===== config.mk =====
export PLATFORM = sky130hd
export DESIGN_NAME = windowed_watchdog_timer_core
export DESIGN_NICKNAME = d
export VERILOG_FILES = /design/src/hdl/wwdt_pkg.sv /design/src/hdl/wwdt_div.sv /design/src/hdl/wwdt_dp.sv /design/src/hdl/wwdt_ctrl.sv /design/src/hdl/windowed_watchdog_timer_core.sv
export SDC_FILE = /design/constraint.sdc
export NUM_CORES = 1
export LEC_CHECK = 0
export BUFFER_PORTS_ARGS = -buffer_cell sky130_fd_sc_hd__buf_4
export CAP_MARGIN = 15
export CORE_ASPECT_RATIO = 0.7
export CORE_MARGIN = 2
export CORE_UTILIZATION = 60
export DETAILED_ROUTE_END_ITERATION = 12
export GPL_ROUTABILITY_DRIVEN = 0
export PLACE_DENSITY = 0.81
export SETUP_SLACK_MARGIN = 0.05
export SLEW_MARGIN = 5
export SYNTH_ARGS = -nofsm -noshare
export SYNTH_HDL_FRONTEND = slang
export SYNTH_SLANG_ARGS = --single-unit

===== constraint.sdc =====
create_clock -name clk_i -period 9.4 [get_ports clk_i]
set_input_delay 2.82 -clock clk_i [delete_from_list [all_inputs] [get_ports clk_i]]
set_output_delay 2.82 -clock clk_i [all_outputs]
set_load 0.01 [all_outputs]

===== src/hdl/wwdt_pkg.sv =====
// Shared types and constants for the windowed watchdog timer.
package wwdt_pkg;

  localparam int DLY_W  = 40;  // widest decoded delay: 27-bit frequency << 13
  localparam int CORE_W = 27;
  localparam int WDT_W  = 20;
  localparam int FUSE_W = 8;
  localparam int CFG_W  = 27;
  localparam int STEP_W = $clog2(DLY_W);

  localparam logic [3:0] LAST_CODE  = 4'd11;
  localparam logic [3:0] CODE_SHIFT = 4'd2;

  localparam logic [1:0] CFG_FUSE = 2'd0;
  localparam logic [1:0] CFG_CORE = 2'd1;
  localparam logic [1:0] CFG_WDT  = 2'd2;

  typedef enum logic [2:0] {
    FUNC_TICK    = 3'd0,
    FUNC_WR_CTRL = 3'd1,
    FUNC_WR_STAT = 3'd2,
    FUNC_CLEAR   = 3'd3,
    FUNC_RD_CTRL = 3'd4,
    FUNC_RD_STAT = 3'd5,
    FUNC_RESET   = 3'd6
  } func_e;

  typedef enum logic [1:0] {
    ST_IDLE,
    ST_DIV_P,
    ST_DIV_W,
    ST_EXEC
  } state_e;

  typedef struct packed {
    logic capture;    // latch the incoming item
    logic use_held;   // work on the latched item instead of the live one
    logic exec;       // apply the step and load the output register
    logic div_start;
    logic div_win;    // divider works on the window code
    logic save_p;
    logic save_w;
  } dp_cmd_t;

  typedef struct packed {
    logic need_div;
    logic div_busy;
    logic out_free;
  } dp_status_t;

endpackage


===== src/hdl/wwdt_div.sv =====
// Bit-serial divider: (core_freq << (code+2)) / wdt_freq, one quotient bit a cycle.
module wwdt_div (
  input  logic                          clk_i,
  input  logic                          rst_ni,
  input  logic                          start_i,
  input  logic [3:0]                    code_i,
  input  logic [wwdt_pkg::CORE_W-1:0]   core_i,
  input  logic [wwdt_pkg::WDT_W-1:0]    wdt_i,
  output logic                          busy_o,
  output logic [wwdt_pkg::DLY_W-1:0]    quot_o
);

  logic                          busy_q, busy_d;
  logic [wwdt_pkg::STEP_W-1:0]   step_q, step_d;
  logic [wwdt_pkg::DLY_W-1:0]    quo_q, quo_d;
  logic [wwdt_pkg::WDT_W-1:0]    rem_q, rem_d;
  logic [wwdt_pkg::WDT_W-1:0]    den_q, den_d;
  logic [wwdt_pkg::WDT_W:0]      trial;
  logic                          code_off;

  assign code_off = (code_i == 4'd0) || (code_i > wwdt_pkg::LAST_CODE);
  // remainder stays below the divisor, so it always fits the divisor width
  assign trial    = {rem_q, quo_q[wwdt_pkg::DLY_W-1]};

  always_comb begin
    busy_d = busy_q;
    step_d = step_q;
    quo_d  = quo_q;
    rem_d  = rem_q;
    den_d  = den_q;
    if (start_i) begin
      step_d = '0;
      rem_d  = '0;
      den_d  = (wdt_i == '0) ? wwdt_pkg::WDT_W'(1) : wdt_i;
      if (code_off) begin
        busy_d = 1'b0;
        quo_d  = '0;
      end else begin
        busy_d = 1'b1;
        quo_d  = wwdt_pkg::DLY_W'(core_i) << (code_i + wwdt_pkg::CODE_SHIFT);
      end
    end else if (busy_q) begin
      if (trial >= {1'b0, den_q}) begin
        rem_d = wwdt_pkg::WDT_W'(trial - {1'b0, den_q});
        quo_d = {quo_q[wwdt_pkg::DLY_W-2:0], 1'b1};
      end else begin
        rem_d = trial[wwdt_pkg::WDT_W-1:0];
        quo_d = {quo_q[wwdt_pkg::DLY_W-2:0], 1'b0};
      end
      step_d = step_q + wwdt_pkg::STEP_W'(1);
      if (step_q == wwdt_pkg::STEP_W'(wwdt_pkg::DLY_W - 1)) begin
        busy_d = 1'b0;
      end
    end
  end

  always_ff @(posedge clk_i or negedge rst_ni) begin
    if (!rst_ni) begin
      busy_q <= 1'b0;
      step_q <= '0;
    end else begin
      busy_q <= busy_d;
      step_q <= step_d;
    end
  end

  always_ff @(posedge clk_i) begin
    quo_q <= quo_d;
    rem_q <= rem_d;
    den_q <= den_d;
  end

  assign busy_o = busy_q;
  assign quot_o = quo_q;

endmodule


===== src/hdl/wwdt_dp.sv =====
// Datapath: configuration, watchdog state, delay cache, divider and output register.
module wwdt_dp #(
  parameter int COUNT_WIDTH = 32,
  parameter int SYNC_TICKS  = 3
) (
  input  logic                        clk_i,
  input  logic                        rst_ni,
  input  logic                        cfg_we_i,
  input  logic [1:0]                  cfg_idx_i,
  input  logic [wwdt_pkg::CFG_W-1:0]  cfg_wdata_i,
  input  logic [2:0]                  func_i,
  input  logic [7:0]                  wdata_i,
  input  logic                        m_tready_i,
  input  wwdt_pkg::dp_cmd_t           cmd_i,
  output wwdt_pkg::dp_status_t        status_o,
  output logic                        m_tvalid_o,
  output logic [7:0]                  rd_data_o,
  output logic                        rst_req_o
);

  localparam int SYNC_W = $clog2(SYNC_TICKS + 1);
  localparam int SUM_W  = (COUNT_WIDTH > wwdt_pkg::DLY_W + 1) ? COUNT_WIDTH
                                                               : wwdt_pkg::DLY_W + 1;

  // configuration
  logic [wwdt_pkg::FUSE_W-1:0] fuse_q;
  logic [wwdt_pkg::CORE_W-1:0] core_q;
  logic [wwdt_pkg::WDT_W-1:0]  wdt_q;

  // watchdog state
  logic [7:0]             ctrl_q, ctrl_d;
  logic                   lock_q, lock_d;
  logic [COUNT_WIDTH-1:0] cd_q, cd_d;
  logic                   run_q, run_d;
  logic [SYNC_W-1:0]      sync_q, sync_d;
  logic                   first_q, first_d;

  // decoded delays of the current control byte
  logic [wwdt_pkg::DLY_W-1:0] period_q, window_q;
  logic                       cache_ok_q;

  logic [2:0] held_func_q;
  logic [7:0] held_data_q;

  logic       out_valid_q;
  logic [7:0] out_rd_q, rd_d;
  logic       out_req_q, req_d;

  logic                       div_busy;
  logic [wwdt_pkg::DLY_W-1:0] div_quot;

  wwdt_pkg::func_e  live_func, func;
  logic [7:0]       data, src;
  logic [3:0]       div_code;

  logic [SUM_W-1:0]       sum_w, cnt_max;
  logic [COUNT_WIDTH-1:0] sum_sat;
  logic [COUNT_WIDTH-1:0] cd_a, left;
  logic                   run_a;
  logic [SYNC_W-1:0]      sync_n;
  logic                   trip;

  assign live_func = wwdt_pkg::func_e'(func_i);
  assign func      = cmd_i.use_held ? wwdt_pkg::func_e'(held_func_q) : live_func;
  assign data      = cmd_i.use_held ? held_data_q : wdata_i;

  // byte whose codes are decoded: the new control value, the fuse byte, or the current one
  always_comb begin
    case (func)
      wwdt_pkg::FUNC_WR_CTRL: src = data;
      wwdt_pkg::FUNC_RESET:   src = fuse_q;
      default:                src = ctrl_q;
    endcase
  end

  assign div_code = cmd_i.div_win ? src[7:4] : src[3:0];

  wwdt_div u_div (
    .clk_i   (clk_i),
    .rst_ni  (rst_ni),
    .start_i (cmd_i.div_start),
    .code_i  (div_code),
    .core_i  (core_q),
    .wdt_i   (wdt_q),
    .busy_o  (div_busy),
    .quot_o  (div_quot)
  );

  always_comb begin
    status_o.div_busy = div_busy;
    status_o.out_free = !out_valid_q || m_tready_i;
    case (live_func)
      wwdt_pkg::FUNC_WR_CTRL: status_o.need_div = !lock_q;
      wwdt_pkg::FUNC_RESET:   status_o.need_div = 1'b1;
      wwdt_pkg::FUNC_TICK:    status_o.need_div = (sync_q == SYNC_W'(1)) && !cache_ok_q;
      default:                status_o.need_div = 1'b0;
    endcase
  end

  // period + window, saturated to the counter width
  assign sum_w   = SUM_W'(period_q) + SUM_W'(window_q);
  assign cnt_max = SUM_W'({COUNT_WIDTH{1'b1}});
  assign sum_sat = (sum_w > cnt_max) ? {COUNT_WIDTH{1'b1}} : sum_w[COUNT_WIDTH-1:0];

  // tick: the countdown steps first, then the clear sync
  always_comb begin
    cd_a  = cd_q;
    run_a = run_q;
    if (run_q && (cd_q != '0)) begin
      cd_a = cd_q - COUNT_WIDTH'(1);
    end
    if (run_q && (cd_a == '0)) begin
      run_a = 1'b0;
    end
    sync_n = sync_q - SYNC_W'(1);
    left   = run_a ? cd_a : '0;
    trip   = (window_q != '0) && (SUM_W'(left) > SUM_W'(period_q)) && !first_q;
  end

  always_comb begin
    ctrl_d  = ctrl_q;
    lock_d  = lock_q;
    cd_d    = cd_q;
    run_d   = run_q;
    sync_d  = sync_q;
    first_d = first_q;
    rd_d    = 8'd0;
    req_d   = 1'b0;
    case (func)
      wwdt_pkg::FUNC_TICK: begin
        cd_d  = cd_a;
        run_d = run_a;
        req_d = run_q && (cd_a == '0);
        if (sync_q != '0) begin
          sync_d = sync_n;
          if (sync_n == '0) begin
            if (trip) begin
              req_d = 1'b1;
            end else begin
              cd_d    = sum_sat;
              run_d   = (sum_sat != '0);
              first_d = 1'b0;
            end
          end
        end
      end
      wwdt_pkg::FUNC_WR_CTRL: begin
        if (!lock_q) begin
          ctrl_d = data;
          if (period_q != '0) begin
            if (!run_q) begin
              first_d = 1'b1;
            end
            cd_d  = sum_sat;
            run_d = 1'b1;
          end else begin
            cd_d  = '0;
            run_d = 1'b0;
          end
        end
      end
      wwdt_pkg::FUNC_WR_STAT: begin
        if (data[0]) begin
          lock_d = 1'b1;
        end
      end
      wwdt_pkg::FUNC_CLEAR: begin
        if ((ctrl_q[3:0] != 4'd0) && (sync_q == '0)) begin
          sync_d = SYNC_W'(SYNC_TICKS);
        end
      end
      wwdt_pkg::FUNC_RD_CTRL: rd_d = ctrl_q;
      wwdt_pkg::FUNC_RD_STAT: rd_d = {7'd0, lock_q};
      wwdt_pkg::FUNC_RESET: begin
        ctrl_d  = fuse_q;
        sync_d  = '0;
        first_d = 1'b1;
        lock_d  = (fuse_q[3:0] != 4'd0);
        if (fuse_q[3:0] != 4'd0) begin
          cd_d  = sum_sat;
          run_d = (sum_sat != '0);
        end else begin
          cd_d  = '0;
          run_d = 1'b0;
        end
      end
      default: ;
    endcase
  end

  always_ff @(posedge clk_i or negedge rst_ni) begin
    if (!rst_ni) begin
      fuse_q      <= '0;
      core_q      <= wwdt_pkg::CORE_W'(20000000);
      wdt_q       <= wwdt_pkg::WDT_W'(1024);
      ctrl_q      <= '0;
      lock_q      <= 1'b0;
      cd_q        <= '0;
      run_q       <= 1'b0;
      sync_q      <= '0;
      first_q     <= 1'b1;
      period_q    <= '0;
      window_q    <= '0;
      cache_ok_q  <= 1'b1;  // codes are off after reset, so both delays are zero
      out_valid_q <= 1'b0;
    end else begin
      if (cfg_we_i) begin
        case (cfg_idx_i)
          wwdt_pkg::CFG_FUSE: fuse_q <= cfg_wdata_i[wwdt_pkg::FUSE_W-1:0];
          wwdt_pkg::CFG_CORE: core_q <= cfg_wdata_i[wwdt_pkg::CORE_W-1:0];
          wwdt_pkg::CFG_WDT:  wdt_q  <= cfg_wdata_i[wwdt_pkg::WDT_W-1:0];
          default: ;
        endcase
      end
      if (cfg_we_i && ((cfg_idx_i == wwdt_pkg::CFG_CORE) ||
                       (cfg_idx_i == wwdt_pkg::CFG_WDT))) begin
        cache_ok_q <= 1'b0;
      end else if (cmd_i.save_w) begin
        cache_ok_q <= 1'b1;
      end
      if (cmd_i.save_p) begin
        period_q <= div_quot;
      end
      if (cmd_i.save_w) begin
        window_q <= div_quot;
      end
      if (cmd_i.exec) begin
        ctrl_q  <= ctrl_d;
        lock_q  <= lock_d;
        cd_q    <= cd_d;
        run_q   <= run_d;
        sync_q  <= sync_d;
        first_q <= first_d;
      end
      if (cmd_i.exec) begin
        out_valid_q <= 1'b1;
      end else if (m_tready_i) begin
        out_valid_q <= 1'b0;
      end
    end
  end

  always_ff @(posedge clk_i) begin
    if (cmd_i.capture) begin
      held_func_q <= func_i;
      held_data_q <= wdata_i;
    end
    if (cmd_i.exec) begin
      out_rd_q  <= rd_d;
      out_req_q <= req_d;
    end
  end

  assign m_tvalid_o = out_valid_q;
  assign rd_data_o  = out_rd_q;
  assign rst_req_o  = out_req_q;

endmodule


===== src/hdl/wwdt_ctrl.sv =====
// Controller: item acceptance and sequencing of the two delay divisions.
module wwdt_ctrl (
  input  logic                  clk_i,
  input  logic                  rst_ni,
  input  logic                  s_tvalid_i,
  input  wwdt_pkg::dp_status_t  status_i,
  output logic                  s_tready_o,
  output wwdt_pkg::dp_cmd_t     cmd_o
);

  wwdt_pkg::state_e state_q, state_d;
  logic             accept;

  assign accept = s_tvalid_i && (state_q == wwdt_pkg::ST_IDLE) && status_i.out_free;

  always_comb begin
    state_d = state_q;
    case (state_q)
      wwdt_pkg::ST_IDLE: begin
        if (accept && status_i.need_div) begin
          state_d = wwdt_pkg::ST_DIV_P;
        end
      end
      wwdt_pkg::ST_DIV_P: begin
        if (!status_i.div_busy) begin
          state_d = wwdt_pkg::ST_DIV_W;
        end
      end
      wwdt_pkg::ST_DIV_W: begin
        if (!status_i.div_busy) begin
          state_d = wwdt_pkg::ST_EXEC;
        end
      end
      wwdt_pkg::ST_EXEC: begin
        if (status_i.out_free) begin
          state_d = wwdt_pkg::ST_IDLE;
        end
      end
      default: state_d = wwdt_pkg::ST_IDLE;
    endcase
  end

  always_comb begin
    cmd_o      = '0;
    s_tready_o = 1'b0;
    case (state_q)
      wwdt_pkg::ST_IDLE: begin
        s_tready_o    = status_i.out_free;
        cmd_o.capture = accept;
        // items that need fresh delays start the period division first
        cmd_o.div_start = accept && status_i.need_div;
        cmd_o.exec      = accept && !status_i.need_div;
      end
      wwdt_pkg::ST_DIV_P: begin
        cmd_o.use_held  = 1'b1;
        cmd_o.div_win   = 1'b1;
        cmd_o.save_p    = !status_i.div_busy;
        cmd_o.div_start = !status_i.div_busy;
      end
      wwdt_pkg::ST_DIV_W: begin
        cmd_o.use_held = 1'b1;
        cmd_o.div_win  = 1'b1;
        cmd_o.save_w   = !status_i.div_busy;
      end
      wwdt_pkg::ST_EXEC: begin
        cmd_o.use_held = 1'b1;
        cmd_o.exec     = status_i.out_free;
      end
      default: ;
    endcase
  end

  always_ff @(posedge clk_i or negedge rst_ni) begin
    if (!rst_ni) begin
      state_q <= wwdt_pkg::ST_IDLE;
    end else begin
      state_q <= state_d;
    end
  end

endmodule


===== src/hdl/windowed_watchdog_timer_core.sv =====
// Items that use the cached delays execute on acceptance and load the output register.
// 1 item per cycle for ticks, clears, reads and status writes, unless m_tready stalls.
// Unlocked control writes, device resets and a tick ending a clear sync after a
// frequency change decode both delays in a one-bit-per-cycle divider, input held off.
// Reset: asynchronous active low; state clears, frequencies take their defaults.
module windowed_watchdog_timer_core #(
  parameter int COUNT_WIDTH = 32,
  parameter int SYNC_TICKS  = 3
) (
  input  logic                        clk_i,
  input  logic                        rst_ni,
  input  logic                        cfg_we_i,
  input  logic [1:0]                  cfg_idx_i,
  input  logic [wwdt_pkg::CFG_W-1:0]  cfg_wdata_i,
  input  logic                        s_tvalid_i,
  output logic                        s_tready_o,
  input  logic [7:0]                  s_tdata_i,   // [7:0] write_data
  input  logic [2:0]                  s_tuser_i,   // [2:0] func
  output logic                        m_tvalid_o,
  input  logic                        m_tready_i,
  output logic [15:0]                 m_tdata_o    // [7:0] read_data, [8] reset_request
);

  wwdt_pkg::dp_cmd_t    cmd;
  wwdt_pkg::dp_status_t status;
  logic [7:0]           rd_data;
  logic                 rst_req;

  wwdt_ctrl u_ctrl (
    .clk_i      (clk_i),
    .rst_ni     (rst_ni),
    .s_tvalid_i (s_tvalid_i),
    .status_i   (status),
    .s_tready_o (s_tready_o),
    .cmd_o      (cmd)
  );

  wwdt_dp #(
    .COUNT_WIDTH (COUNT_WIDTH),
    .SYNC_TICKS  (SYNC_TICKS)
  ) u_dp (
    .clk_i       (clk_i),
    .rst_ni      (rst_ni),
    .cfg_we_i    (cfg_we_i),
    .cfg_idx_i   (cfg_idx_i),
    .cfg_wdata_i (cfg_wdata_i),
    .func_i      (s_tuser_i),
    .wdata_i     (s_tdata_i),
    .m_tready_i  (m_tready_i),
    .cmd_i       (cmd),
    .status_o    (status),
    .m_tvalid_o  (m_tvalid_o),
    .rd_data_o   (rd_data),
    .rst_req_o   (rst_req)
  );

  assign m_tdata_o = {7'd0, rst_req, rd_data};

`ifndef ASSERT_OFF
  a_ready_not_dividing : assert property (@(posedge clk_i) disable iff (!rst_ni)
    s_tready_o |-> !status.div_busy)
    else $error("input ready while divider busy");

  a_fast_item_result : assert property (@(posedge clk_i) disable iff (!rst_ni)
    (s_tvalid_i && s_tready_o && !status.need_div) |=> m_tvalid_o)
    else $error("no result after a single-cycle item");

  a_div_start_idle : assert property (@(posedge clk_i) disable iff (!rst_ni)
    cmd.div_start |-> !status.div_busy)
    else $error("divider restarted while busy");
`endif

endmodule

==> results.toml <==
[cts]
clkTransAtPathRegs_ns = 0.07
clock_latency_ns = 0.56
cts.htree.levels = 1
clock_sinks = 291
clock_path_buffers = 3
hold_buffers = 0
tritoncts = "done"
cts_resized = 0
root_buffer = "clkbuf_16"
post_cts_buffers = 0
cts_buffers = 28

[floorplan]
die_area_um2 = 33100
coreArea_um2 = 31100
die_y_um = 153
ioPinCount = 63
die_w_um = 217
fp-row-count = 54
start_util = 0.610

[timing]
slew_viol_final = 0
slew_headroom = 0.212
fin_tns_setup_ns = 0
fin_skew_ns = 0.0156
max_freq_ghz = 0.123
finalSetupViolations = 0
worstMarginPinSlew_ns = 1.17
min_period_ns = 8.15
period_share = 0.867
hold_ws_ns = 0.481
hold_viol_final = 0
rsz0062_at_grt = "false"

[yosys]
synth_warnings = 0
yosys.area.top_type_share = 0.237
ys.flop_type = "dfrtp_1"
synth_area_leaders = "dfrtp_1, edfxtp_1, ha_1"
yosys.area.top_type = "dfrtp_1"
synth_area_per_cell_um2 = 9.41
synth_top_cells_by_count = "nand2_1, dfrtp_1, o21ai_0"
yosysMostFrequentCell = "nand2_1"
synth_cells = 2019
ys_seq_area_frac = 0.400
async_reset_ff_frac = 0.656
synth_edf_count = 80
yosys.cell_types.count = 85
syn_area_um2 = 19000
synth_seq_cells = 291

[status]
status = "finished, final reports clean"

[placement]
placedInstanceArea_um2 = 19600
io_buffers = 55
dp_hpwl_um = 40800

[worst_hold_path]
hp-class = "register to register"
hold_depth = 0

[critical_path]
crit_arrival_ns = 8.59
worstPathCellList = "nor4_1, nand4bb_1, o41ai_4, buf_4, or2_1, nor4_1, xor2_1, nor4_2, a2111oi_2, ha_1, nand2b_1, a21oi_1, o31ai_1, a21oi_1, o311ai_0, a31oi_1, or2_1, nand2_1, nor2_1, nand2_1, o311ai_0"
worstPathMaxFanout = 30
crit_cells = 21
cp-startpoint = "u_dp.cd_q[22]"
crit_required_ns = 9.83
cpPeakStageDelay_ns = 0.78
cp_top_family = "simple AND/OR/NAND/NOR gates"
end_kind = "register"
rrSetupSlack_ns = 1.25
cpMaxStageDelayCell = "o41ai_4"
r2r-end = "u_dp.cd_q[4]"
cp-start-kind = "register"
reg2reg_depth = 21
worst-path-buf-inv = 1
endpoint = "u_dp.cd_q[4]"
worstReg2RegStart = "u_dp.cd_q[22]"
path_class = "register to register"

[route]
drt-pass1-iter-count = 6
drt_wl_total_um = 54100
drtIter0Drc = 2454
vias = 16400
remaining_drc_errors = 0
ant_nets = 0
routedWlPerCell_um = 22.2
vias_per_cell = 6.72

[finish]
drive_above_1_share = 0.139
fill_cells = 2352
final_area_um2 = 20500
regArea_um2 = 7600
fin_nets = 2148
multi_input_area_um2 = 10600
diodes = 0
area_delta_synth_final_pct = 7.83

[global_routing]
grt_pass1_wl_um = 84900
grt_max_degree = 74
antenna_found_initial = 1
grt_pass1_vias = 15100
grt_util_all_layers = 0.323
overflow = 0

[run]
cap_violations = 0
-- how the worst min path moves through the flow --
stage,from,endpoint
5_1_grt,u_dp.wdt_q[11],u_dp.u_div.den_q[11]
3_3_place_gp,u_dp.wdt_q[13],u_dp.u_div.den_q[13]
2_1_floorplan,u_dp.sync_q[1],u_dp.sync_q[1]
4_1_cts,u_dp.wdt_q[5],u_dp.u_div.den_q[5]
6_report,u_dp.wdt_q[7],u_dp.u_div.den_q[7]
3_5_place_dp,u_dp.wdt_q[11],u_dp.u_div.den_q[11]
-- sequential cells by signal, indices dropped and copies added, names as in the netlist, 2 cells and up --
signal	count
u_ctrl.state_q	2
u_dp.cd_q	32
u_dp.core_q	27
u_dp.ctrl_q	8
u_dp.fuse_q	8
u_dp.held_data_q	8
u_dp.held_func_q	3
u_dp.period_q	40
u_dp.rd_data_o	8
u_dp.sync_q	2
u_dp.u_div.den_q	20
u_dp.u_div.quot_o	40
u_dp.u_div.rem_q	20
u_dp.u_div.step_q	6
u_dp.wdt_q	20
u_dp.window_q	40
-- placed cells by master, fill, tap and decap left out, types with 12 or more instances in the layout --
master     instances
or3_1             14
o211ai_1          28
nand4_1           30
a21o_1            23
mux2_2           109
xnor2_1           53
buf_4             71
o21ai_0          159
ha_1             105
nand2b_1          14
nor4_1            42
nand2_1          212
mux2i_1           88
xor2_1            42
a21oi_1          120
o221ai_1          24
and2_1            15
o31ai_1           12
clkbuf_16         29
inv_1             90
nor3_1            34
dfxtp_1           20
nor2_1           121
dfrtp_1          180
a22o_1            18
edfxtp_1          80
nand3_1           33
-- area by class of cell --
type / count / share of cell area
repair buffers: 73 / 0.0280
multi-input cells: 1512 / 0.516
flip-flops and latches: 291 / 0.371
clock inverters: 17 / 0.00543
clock buffers: 35 / 0.0380
inverters: 90 / 0.0165
well taps: 420 / 0.0256
-- metrics by stage --
step                      std cells  worst slack [ns]   util
after detailed placement       2385              1.61  0.628
after global placement         2385              2.00  0.628
final                          2438              1.25  0.658
after global routing           2438             0.822  0.658
after CTS                      2437              1.63  0.657
after floorplan                2025              3.17      -
-- kinds of logic (layout without fill, tap and decap cells) --
family / after synthesis / after routing / synth area share
buf+inv: 222 / 215 / 0.0465
xor+xnor: 95 / 95 / 0.0438
simple gates: 593 / 593 / 0.155
fa+ha+maj: 107 / 107 / 0.0712
compound gates: 513 / 513 / 0.172
other cells: 1 / 7 / 0.000197
mux: 197 / 197 / 0.111
flops: 291 / 291 / 0.400
-- routing by layer --
metal / vias to the layer above / share of wire / track usage
li1: 7325 / - / -
met1: 7886 / 0.44 / 0.489
met2: 1029 / 0.40 / 0.441
met3: 138 / 0.13 / 0.107
met4: 2 / 0.029 / 0.0789
met5: - / 0.00015 / 0
Power is left out: the tool's default activity adds up to more than one toggle a clock period on the data nets, which glitch-free logic cannot reach.
